[src/rtl/rpn_pkg.sv]
// ----------------------------------------------------------------------------
// RPN calculator package
// Shared types and constants for the stack calculator.
// ----------------------------------------------------------------------------
package rpn_pkg;

  localparam int unsigned StackDepth = 64;
  localparam int unsigned PtrW       = 7;
  localparam int unsigned AddrW      = 6;

  typedef enum logic [2:0] {
    OP_PUSH  = 3'd0,
    OP_ADD   = 3'd1,
    OP_SUB   = 3'd2,
    OP_MUL   = 3'd3,
    OP_DIV   = 3'd4,
    OP_MOD   = 3'd5,
    OP_POP   = 3'd6,
    OP_CLEAR = 3'd7
  } op_e;

  typedef enum logic [1:0] {
    ST_OK   = 2'd0,
    ST_FULL = 2'd1,
    ST_FEW  = 2'd2,
    ST_ZDIV = 2'd3
  } status_e;

  typedef struct packed {
    logic [2:0]         opcode;
    logic signed [31:0] operand;
  } in_item_t;

  typedef struct packed {
    logic signed [31:0] value;
    logic [1:0]         status;
    logic [6:0]         depth;
  } out_item_t;

  // Request to the divider: mod_mode selects integer remainder.
  typedef struct packed {
    logic               start;
    logic               mod_mode;
    logic signed [31:0] a;
    logic signed [31:0] b;
  } div_req_t;

  typedef struct packed {
    logic               done;
    logic signed [31:0] result;
  } div_rsp_t;

endpackage

[src/rtl/rpn_div.sv]
// ----------------------------------------------------------------------------
// RPN divider
// Restoring divider, one quotient bit per cycle, for divide and modulo.
// ----------------------------------------------------------------------------
module rpn_div (
  input  logic              clk_i,
  input  logic              rst_ni,
  input  rpn_pkg::div_req_t req_i,
  output rpn_pkg::div_rsp_t rsp_o
);

  logic [5:0]  cnt_q, cnt_d;
  logic        busy_q, busy_d;
  logic        mod_q, mod_d;
  logic        nega_q, nega_d, negq_q, negq_d;
  logic [47:0] quo_q, quo_d;
  logic [31:0] den_q, den_d;
  logic [32:0] rem_q, rem_d;
  logic        done_q;
  logic [31:0] res_q, res_d;

  logic [32:0] trial;
  logic [32:0] shifted;
  logic [31:0] ua, ub;
  logic [15:0] ia, ib;
  logic [47:0] qmag;
  logic [31:0] rmod;

  always_comb begin
    ua = req_i.a[31] ? 32'(-req_i.a) : req_i.a;
    ub = req_i.b[31] ? 32'(-req_i.b) : req_i.b;
    ia = ua[31:16];
    ib = ub[31:16];
    shifted = {rem_q[31:0], quo_q[47]};
    trial   = shifted - {1'b0, den_q};
    qmag    = quo_q;
    rmod    = {rem_q[15:0], 16'h0};

    busy_d = busy_q;
    cnt_d  = cnt_q;
    mod_d  = mod_q;
    nega_d = nega_q;
    negq_d = negq_q;
    quo_d  = quo_q;
    den_d  = den_q;
    rem_d  = rem_q;
    res_d  = res_q;

    if (req_i.start) begin
      busy_d = 1'b1;
      mod_d  = req_i.mod_mode;
      nega_d = req_i.a[31];
      negq_d = req_i.a[31] ^ req_i.b[31];
      rem_d  = '0;
      if (req_i.mod_mode) begin
        // Integer parts only; 16 steps suffice for the 16-bit dividend.
        quo_d = {ia, 32'h0};
        den_d = {16'h0, ib};
        cnt_d = 6'd16;
      end else begin
        quo_d = {ua, 16'h0};
        den_d = ub;
        cnt_d = 6'd48;
      end
    end else if (busy_q) begin
      if (!trial[32]) begin
        rem_d = trial;
        quo_d = {quo_q[46:0], 1'b1};
      end else begin
        rem_d = shifted;
        quo_d = {quo_q[46:0], 1'b0};
      end
      cnt_d = cnt_q - 6'd1;
      if (cnt_q == 6'd1) begin
        busy_d = 1'b0;
      end
    end
  end

  // Finish stage: saturate or sign the result once iterations end.
  logic fin_q;
  always_ff @(posedge clk_i or negedge rst_ni) begin
    if (!rst_ni) begin
      busy_q <= 1'b0;
      cnt_q  <= '0;
      done_q <= 1'b0;
      fin_q  <= 1'b0;
    end else begin
      busy_q <= busy_d;
      cnt_q  <= cnt_d;
      fin_q  <= busy_q && !busy_d;
      done_q <= fin_q;
    end
  end

  always_ff @(posedge clk_i) begin
    mod_q  <= mod_d;
    nega_q <= nega_d;
    negq_q <= negq_d;
    quo_q  <= quo_d;
    den_q  <= den_d;
    rem_q  <= rem_d;
    if (fin_q) begin
      if (mod_q) begin
        res_q <= nega_q ? 32'(-rmod) : rmod;
      end else if (negq_q) begin
        res_q <= (qmag > 48'h8000_0000) ? 32'h8000_0000 : 32'(-qmag);
      end else begin
        res_q <= (qmag > 48'h7FFF_FFFF) ? 32'h7FFF_FFFF : qmag[31:0];
      end
    end else begin
      res_q <= res_d;
    end
  end

  assign rsp_o.done   = done_q;
  assign rsp_o.result = res_q;

endmodule

[config.mk]
export PLATFORM = sky130hd
export DESIGN_NAME = rpn_div
export DESIGN_NICKNAME = d
export VERILOG_FILES = /design/src/rtl/rpn_pkg.sv /design/src/rtl/rpn_div.sv
export SDC_FILE = /design/constraint.sdc
export NUM_CORES = 1
export LEC_CHECK = 0
export ABC_AREA = 1
export BUFFER_PORTS_ARGS = -buffer_cell sky130_fd_sc_hd__buf_2
export CAP_MARGIN = 20
export CORE_UTILIZATION = 65
export CTS_BUF_LIST = sky130_fd_sc_hd__clkbuf_8
export CTS_CLUSTER_SIZE = 16
export DETAILED_ROUTE_END_ITERATION = 10
export PLACE_DENSITY_LB_ADDON = 0.05
export SETUP_SLACK_MARGIN = 0.5
export SYNTH_ARGS = -nofsm -noshare
export SYNTH_HDL_FRONTEND = slang
export SYNTH_SLANG_ARGS = --single-unit
[constraint.sdc]
create_clock -name clk_i -period 5.5 [get_ports clk_i]
set_input_delay 0 -clock clk_i [delete_from_list [all_inputs] [get_ports clk_i]]
set_output_delay 0 -clock clk_i [all_outputs]
set_load 0.005 [all_outputs]
==> summary.md, run 1 <==
| Metric | Value |
|---|---|
| Status | `complete, no violations` |
| Worst path required time | `5870 ps` |
| Die Width | `139.4 µm` |
| Worst setup EP type | `flop` |
| Cells after Synth | `1872` |
| Remaining routing DRC violations | `0` |
| Die Ht | `139.4 µm` |
| Tmin final | `around 2800 ps` |
| Final setup TNS | `0 ps` |
| Setup repair after global routing missed its margin | `no` |
| Area grow syn2layout | `11.62%` |
| Layout Nets | `approximately 2100` |
| Post-DRT Antenna Nets | `0` |
| Largest net degree at the start of global routing | `53` |
| Initial Util | `between 60% and 70%` |
| Port Buf Inserts | `100` |
| Main area contributors after synthesis | `edfxtp_1, nand2_1, inv_1, nor2_1, nand3_1` |
| PD cells | `389.8 nW/µm²` |
| CP Cell Sequence | `inv_1 -> ha_1 -> fa_1 -> inv_1 -> nand2_1 -> nand2_1 -> nand3_1 -> nand2_1 -> nand2_1 -> nand2_2 -> nand2_4 -> nand2_4 -> nand2_4 -> nand2_4 -> nand2_1 -> nand3_1 -> nand2_1` |
| Slowest CP cell | `fa_1` |
| Final Hold Fails | `0` |
| Core area | `~18000 µm²` |
| Fin Clk Skew | `between 10 and 15 ps` |
| Share of layout cells above drive strength 1 | `under 10%` |
| Post-cts resize count | `0` |
| Leading area contributor after synthesis | `edfxtp_1` |
| Syn Area/Cell | `between 6 and 7 µm²` |
| Leak | `7.027 nW` |
| Worst Tran Pin Value | `just under 1000 ps` |
| CTS tree | `yes` |
| CP max stage delay | `between 400 and 500 ps` |
| Critical path arrival | `~3200 ps` |
| Vias | `approximately 13000` |
| Drt initial violations | `about 1400` |
| Setup bufs post-CTS | `0` |
| Gpl congestion | `slightly below 1` |
| Fmax | `356.6 MHz` |
| Most frequent cells in the layout | `nand2_1, inv_1, nor2_1, nand3_1, edfxtp_1` |
| # placed instances | `approximately 2200` |
| TritonCTS buffer count | `17` |
| CP startpoint kind | `flop` |
| Fin crit share | `~51%` |
| Most common cell after layout, fill and taps aside | `nand2_1` |
| H-tree lvl count | `4` |
| Netlist Area Pre-Place | `12280 µm²` |
| Top FF cell, synth | `edfxtp_1` |
| Routed len/inst | `15.49 µm` |
| Max-Cap Viols | `0` |
| Via/cell ratio | `between 5 and 6` |
| Fin. max-slew vios | `0` |
| CTS Sinks | `156` |
| Final Non-Filler Cells | `about 2200` |
| Clock Latency Late Sink | `between 400 and 500 ps` |
| Io pins | `approximately 100` |
| Synth Warn # | `0` |
| Most used cell, CP | `nand2_1` |
| Min-Delay Path Class | `input pin to flop` |
| Seq/Total Area, Yosys | `35.17%` |
| Crit Path Max Fanout | `27` |
| Drt first pass iters | `9` |
| Final WL | `about 35000 µm` |
| First-pass GRT wire length | `around 56000 µm` |
| Antenna violations before repair | `0` |
| Die area | `~20000 µm²` |
| Slew margin rel. | `roughly 35%` |
| Number of synthesized register bits | `between 150 and 200` |
| Synth async-reset ratio | `5.769%` |
| # rows | `49` |
| Syn_nets | `between 1500 and 2000` |
| Grt ovf | `0` |
| Number of global-route vias before repair | `roughly 11000` |
| Final setup fails | `0` |
| CTS Buffer Depth | `2` |
| Distinct cells, synth | `50` |
| Placed wire-length estimate | `around 25000 µm` |
| VDD IR-drop max | `between 0.2 and 0.25 mV` |
| Hold buffer count at cts | `43` |
| Clock root buffer | `clkbuf_8` |
| Post-synth EDFFs | `~120` |
| Antenna Cells | `0` |
| Worst setup path class | `flop to flop` |
| Reg clk slew, reported paths | `about 100 ps` |
| Share of the synthesized area in the top cell type | `28.12%` |
| Global Route Usage Sum | `approximately 36%` |
layout make-up:
type                    instances  area (µm²)
clock buffers                  17       234.0
clock inverters                15       130.1
fillers                      1478        4503
inverters                     326        1224
multi-input cells            1343        6531
flip-flops and latches        156        4319
well taps                     229       286.5
repair buffers                148       980.9
synth_stat cells, types with 7 or more instances:
| master | count |
|---|---|
| and2_1 | 8 |
| clkbuf_1 | 31 |
| dfxtp_1 | 32 |
| a31oi_1 | 12 |
| inv_1 | 315 |
| a21oi_1 | 94 |
| xnor2_1 | 16 |
| inv_2 | 9 |
| nor2_1 | 192 |
| dfrtp_1 | 9 |
| nand4_1 | 48 |
| nor3_1 | 33 |
| ha_1 | 38 |
| nor2_2 | 10 |
| o21ai_0 | 88 |
| o22ai_1 | 10 |
| or2_2 | 7 |
| nand3_1 | 139 |
| edfxtp_1 | 115 |
| nand2_1 | 562 |
| xor2_1 | 32 |
logic make-up after synthesis:
| family | share of synthesized area [%] |
|---|---|
| multiplexers | 0.08152 |
| flip-flops | 35.17 |
| AND/OR/NAND/NOR | 35.67 |
| buffers and inverters | 11.72 |
| AO/OA/AOI/OAI | 9.894 |
| XOR/XNOR | 3.424 |
| adder cells (fa/ha/maj) | 4.035 |
sequential cells by signal (all words and copies together) (netlist names):
| register | count |
|---|---|
| den_q | 32 |
| res_d | 32 |
| done_q | 1 |
| cnt_q | 6 |
| mod_q | 1 |
| nega_q | 1 |
| busy_q | 1 |
| rem_q | 32 |
| qmag | 48 |
| negq_q | 1 |
| fin_q | 1 |
worst paths after layout:
path / from / to / slack, ps / depth (start not counted)
setup / recovery: qmag[47] / rem_q[24] / 2700 / 17
setup reg to reg: qmag[47] / rem_q[24] / 2700 / 17
max in group asynchronous: rst_ni / cnt_q[5] / 4700 / 3
hold / removal: req_i[25] / den_q[25] / 20 / 4
min in group asynchronous: rst_ni / cnt_q[0] / 510 / 3
hold reg to reg: rem_q[19] / rem_q[19] / 470 / 2
report_power, final:
part | total [mW] | switching, mW | internal, mW | leakage (nW)
combinational | 2.86 | 1.90 | 0.956 | 5.28
clock | 0.821 | 0.492 | 0.329 | 0.195
sequential | 1.66 | 0.176 | 1.49 | 1.55
through the flow:
| stage | power (mW) | util [%] | setup WS (ps) | hold WS [ps] | area [µm²] |
|---|---|---|---|---|---|
| global placement | 4.341 | 70.80 | 2678 | -147.6 | 12890 |
| detailed placement | 4.425 | 70.80 | 2746 | -143.5 | 12890 |
| global route | 5.779 | 75.27 | 2468 | 1.480 | 13710 |
| finish | 5.343 | 75.27 | 2696 | 21.39 | 13710 |
| CTS | 5.265 | 75.16 | 2763 | 6.356 | 13690 |
| floorplan | 3.797 | - | 3278 | -295.6 | 12280 |
critical path, delay by kind of cell (launching register included):
kind	cells	cell delay [ps]
flip-flops	1	360
AND/OR/NAND/NOR	13	1480
adder cells (fa/ha/maj)	2	630
buffers and inverters	2	220
per-layer routing:
layer / part of all wire (%) / GRT usage (%)
met1: 44 / 51.53
met2: 44 / 56.65
met3: 10 / 6.538
met4: 1.9 / 10.23
met5: 0 / 0
Power figures use the tool's default switching activity.
==> inputs of run 2 (changes only) <==
--- a/config.mk
+++ b/config.mk
@@ -8,7 +8,7 @@
 export ABC_AREA = 1
 export BUFFER_PORTS_ARGS = -buffer_cell sky130_fd_sc_hd__buf_2
 export CAP_MARGIN = 20
-export CORE_UTILIZATION = 65
+export CORE_UTILIZATION = 63
 export CTS_BUF_LIST = sky130_fd_sc_hd__clkbuf_8
 export CTS_CLUSTER_SIZE = 16
 export DETAILED_ROUTE_END_ITERATION = 10
==> constraint.sdc (replaced) <==
create_clock -name clk_i -period 2.8 [get_ports clk_i]
set_input_delay 0 -clock clk_i [delete_from_list [all_inputs] [get_ports clk_i]]
set_output_delay 0 -clock clk_i [all_outputs]
set_load 0.005 [all_outputs]
==> summary.md, run 2 (synthesis gave the netlist of run 1 again) <==
| Metric | Value |
|---|---|
| Min-Delay Path Class | `input pin to flop` |
| Setup repair after global routing missed its margin | `yes` |
| First-pass GRT wire length | `59850 µm` |
| Worst setup path class | `flop to flop` |
| Clock power frac | `between 10% and 20%` |
| Sequential share of power | `27.1%` |
| CTS tree | `yes` |
| Post-DRT Antenna Nets | `0` |
| Fin. max-slew vios | `0` |
| Final core occ | `78.05%` |
| End point of the worst hold path | `den_q[8]` |
| R2R setup slack | `480 ps` |
| Fin Clk Skew | `around 25 ps` |
| Final setup fails | `0` |
| H-tree lvl count | `4` |
| R2R Path End | `rem_q[1]` |
| Slew margin rel. | `approximately 58%` |
| Die area | `~20000 µm²` |
| Final Hold Fails | `0` |
| Combinational share of power | `about three fifths` |
| Final setup TNS | `0 ps` |
| R2r worst-path depth | `16` |
| Largest net degree at the start of global routing | `53` |
| Tmin final | `roughly 2300 ps` |
| Core area | `between 15000 and 20000 µm²` |
| TritonCTS buffer count | `17` |
| Area grow syn2layout | `20.09%` |
| Worst Tran Pin Value | `approximately 620 ps` |
| CP startpoint kind | `flop` |
| Clock Latency Late Sink | `480 ps` |
| Critical path arrival | `roughly 2700 ps` |
| CTS Buffer Depth | `2` |
| # rows | `50` |
| Max-Cap Viols | `0` |
| Status | `finished with violations` |
| Switching share of power | `49.29%` |
| Die Ht | `around 140 µm` |
| Layout Nets | `2148` |
| Placed wire-length estimate | `between 20000 and 30000 µm` |
| VDD IR-drop max | `0.4617 mV` |
| R2R Path Start | `den_q[0]` |
| CTS Sinks | `156` |
| Fmax | `approximately 430 MHz` |
| Number of global-route vias before repair | `about 12000` |
| Grt ovf | `0` |
| Initial Util | `64.99%` |
| Crit Path Max Fanout | `8` |
| Via/cell ratio | `between 5 and 6` |
| Io pins | `between 100 and 150` |
| Remaining routing DRC violations | `2` |
| PD cells | `~830 nW/µm²` |
| Port Buf Inserts | `100` |
| Antenna Cells | `0` |
| Drt initial violations | `approximately 1600` |
| Sw Pwr | `6.022 mW` |
| Most frequent cells in the layout | `nand2_1, inv_1, nor2_1, nand3_1, edfxtp_1` |
| Final WL | `38290 µm` |
| Global Route Usage Sum | `a little under two fifths` |
| Leak | `roughly 7.3 nW` |
| Clock root buffer | `clkbuf_8` |
| Reg clk slew, reported paths | `100 ps` |
| Worst path required time | `roughly 3200 ps` |
| Fin crit share | `between 80% and 90%` |
| Hold path depth | `3` |
| Hold path start | `req_i[24]` |
| Drt first pass iters | `11` |
| Gpl congestion | `approximately 1` |
| Most common cell after layout, fill and taps aside | `nand2_1` |
| Antenna violations before repair | `0` |
| Largest register FFs | `48` |
| Failing checks | `design-rule violations` |
| Internal power | `6.195 mW` |
| Share of layout cells above drive strength 1 | `between 15 and 20%` |
| Die Width | `around 140 µm` |
| Routed len/inst | `about 17 µm` |
| Worst setup EP type | `flop` |
| Vias | `about 13000` |
-- run 2: routing by layer --
layer	vias up	GRT usage [%]	part of all wire, %
li1	6357	-	-
met1	6013	52.08	41
met2	783	59.97	45
met4	0	12.73	3.4
met3	135	9.146	11
met5	-	0	0
-- run 2: worst max-delay path by stage --
stage / startpoint / end / depth (start not counted) / slack, ps
6_report: den_q[0] / rem_q[1] / 16 / 480
5_1_grt: qmag[16] / res_d[31] / 9 / 390
4_1_cts: den_q[0] / qmag[0] / 14 / 500
3_5_place_dp: qmag[47] / rem_q[17] / 17 / 190
3_3_place_gp: qmag[47] / rem_q[1] / 17 / 300
2_1_floorplan: den_q[0] / qmag[0] / 15 / 580
-- run 2: power by group through the flow --
stage | sequential (mW) | combinational [mW] | clock, mW
after floorplan | 3.18 | 4.27 | 0
after global placement | 3.28 | 5.39 | 0
after detailed placement | 3.30 | 5.52 | 0
after CTS | 3.26 | 6.27 | 1.78
after global routing | 3.34 | 7.79 | 1.88
final | 3.31 | 7.12 | 1.79
-- run 2: cell type report --
cell class	count	area, µm²
multi-input combinational	1350	7144
sequential	156	4322
fill	1461	4146
timing repair buffer	190	1328
inverter	326	1224
tap	260	325.3
clock buffer	17	234.0
clock inverter	15	170.2
-- run 2: timing repair --
item                                    in CTS  in global routing
pin swaps                                   13                 27
gates cloned                                 6                  1
hold buffers                                43                  0
endpoints found under the hold margin       49                  0
endpoints found under the setup margin      37                 63
setup buffers                               13                 11
resized for setup                           29                111
-- run 2: worst max-delay path: stages (launching register included) --
cell	delay, ps
edfxtp_1	430
ha_4	180
fa_2	360
inv_2	80
nand2_2	50
nand2_2	70
nand3_2	60
nand2_2	100
nand2_2	60
nand2_2	90
nand2_4	100
nand2_8	110
nand2_8	130
nand2_8	190
nand2_1	70
nand3_1	80
nand2_1	50
-- run 2: metrics by stage --
step                      setup slack (ps)  instance area [µm²]  power [mW]  cells  hold WS (ps)
final                                477.3                14750       12.22   2314         18.34
after global routing                 393.5                14750       13.01   2314         15.13
after CTS                            503.3                14280       11.32   2302        0.8064
after detailed placement             190.2                13080       8.821   2208        -140.0
after global placement               301.1                13080       8.665   2208        -142.8
after floorplan                      578.1                12280       7.459   1872        -295.6
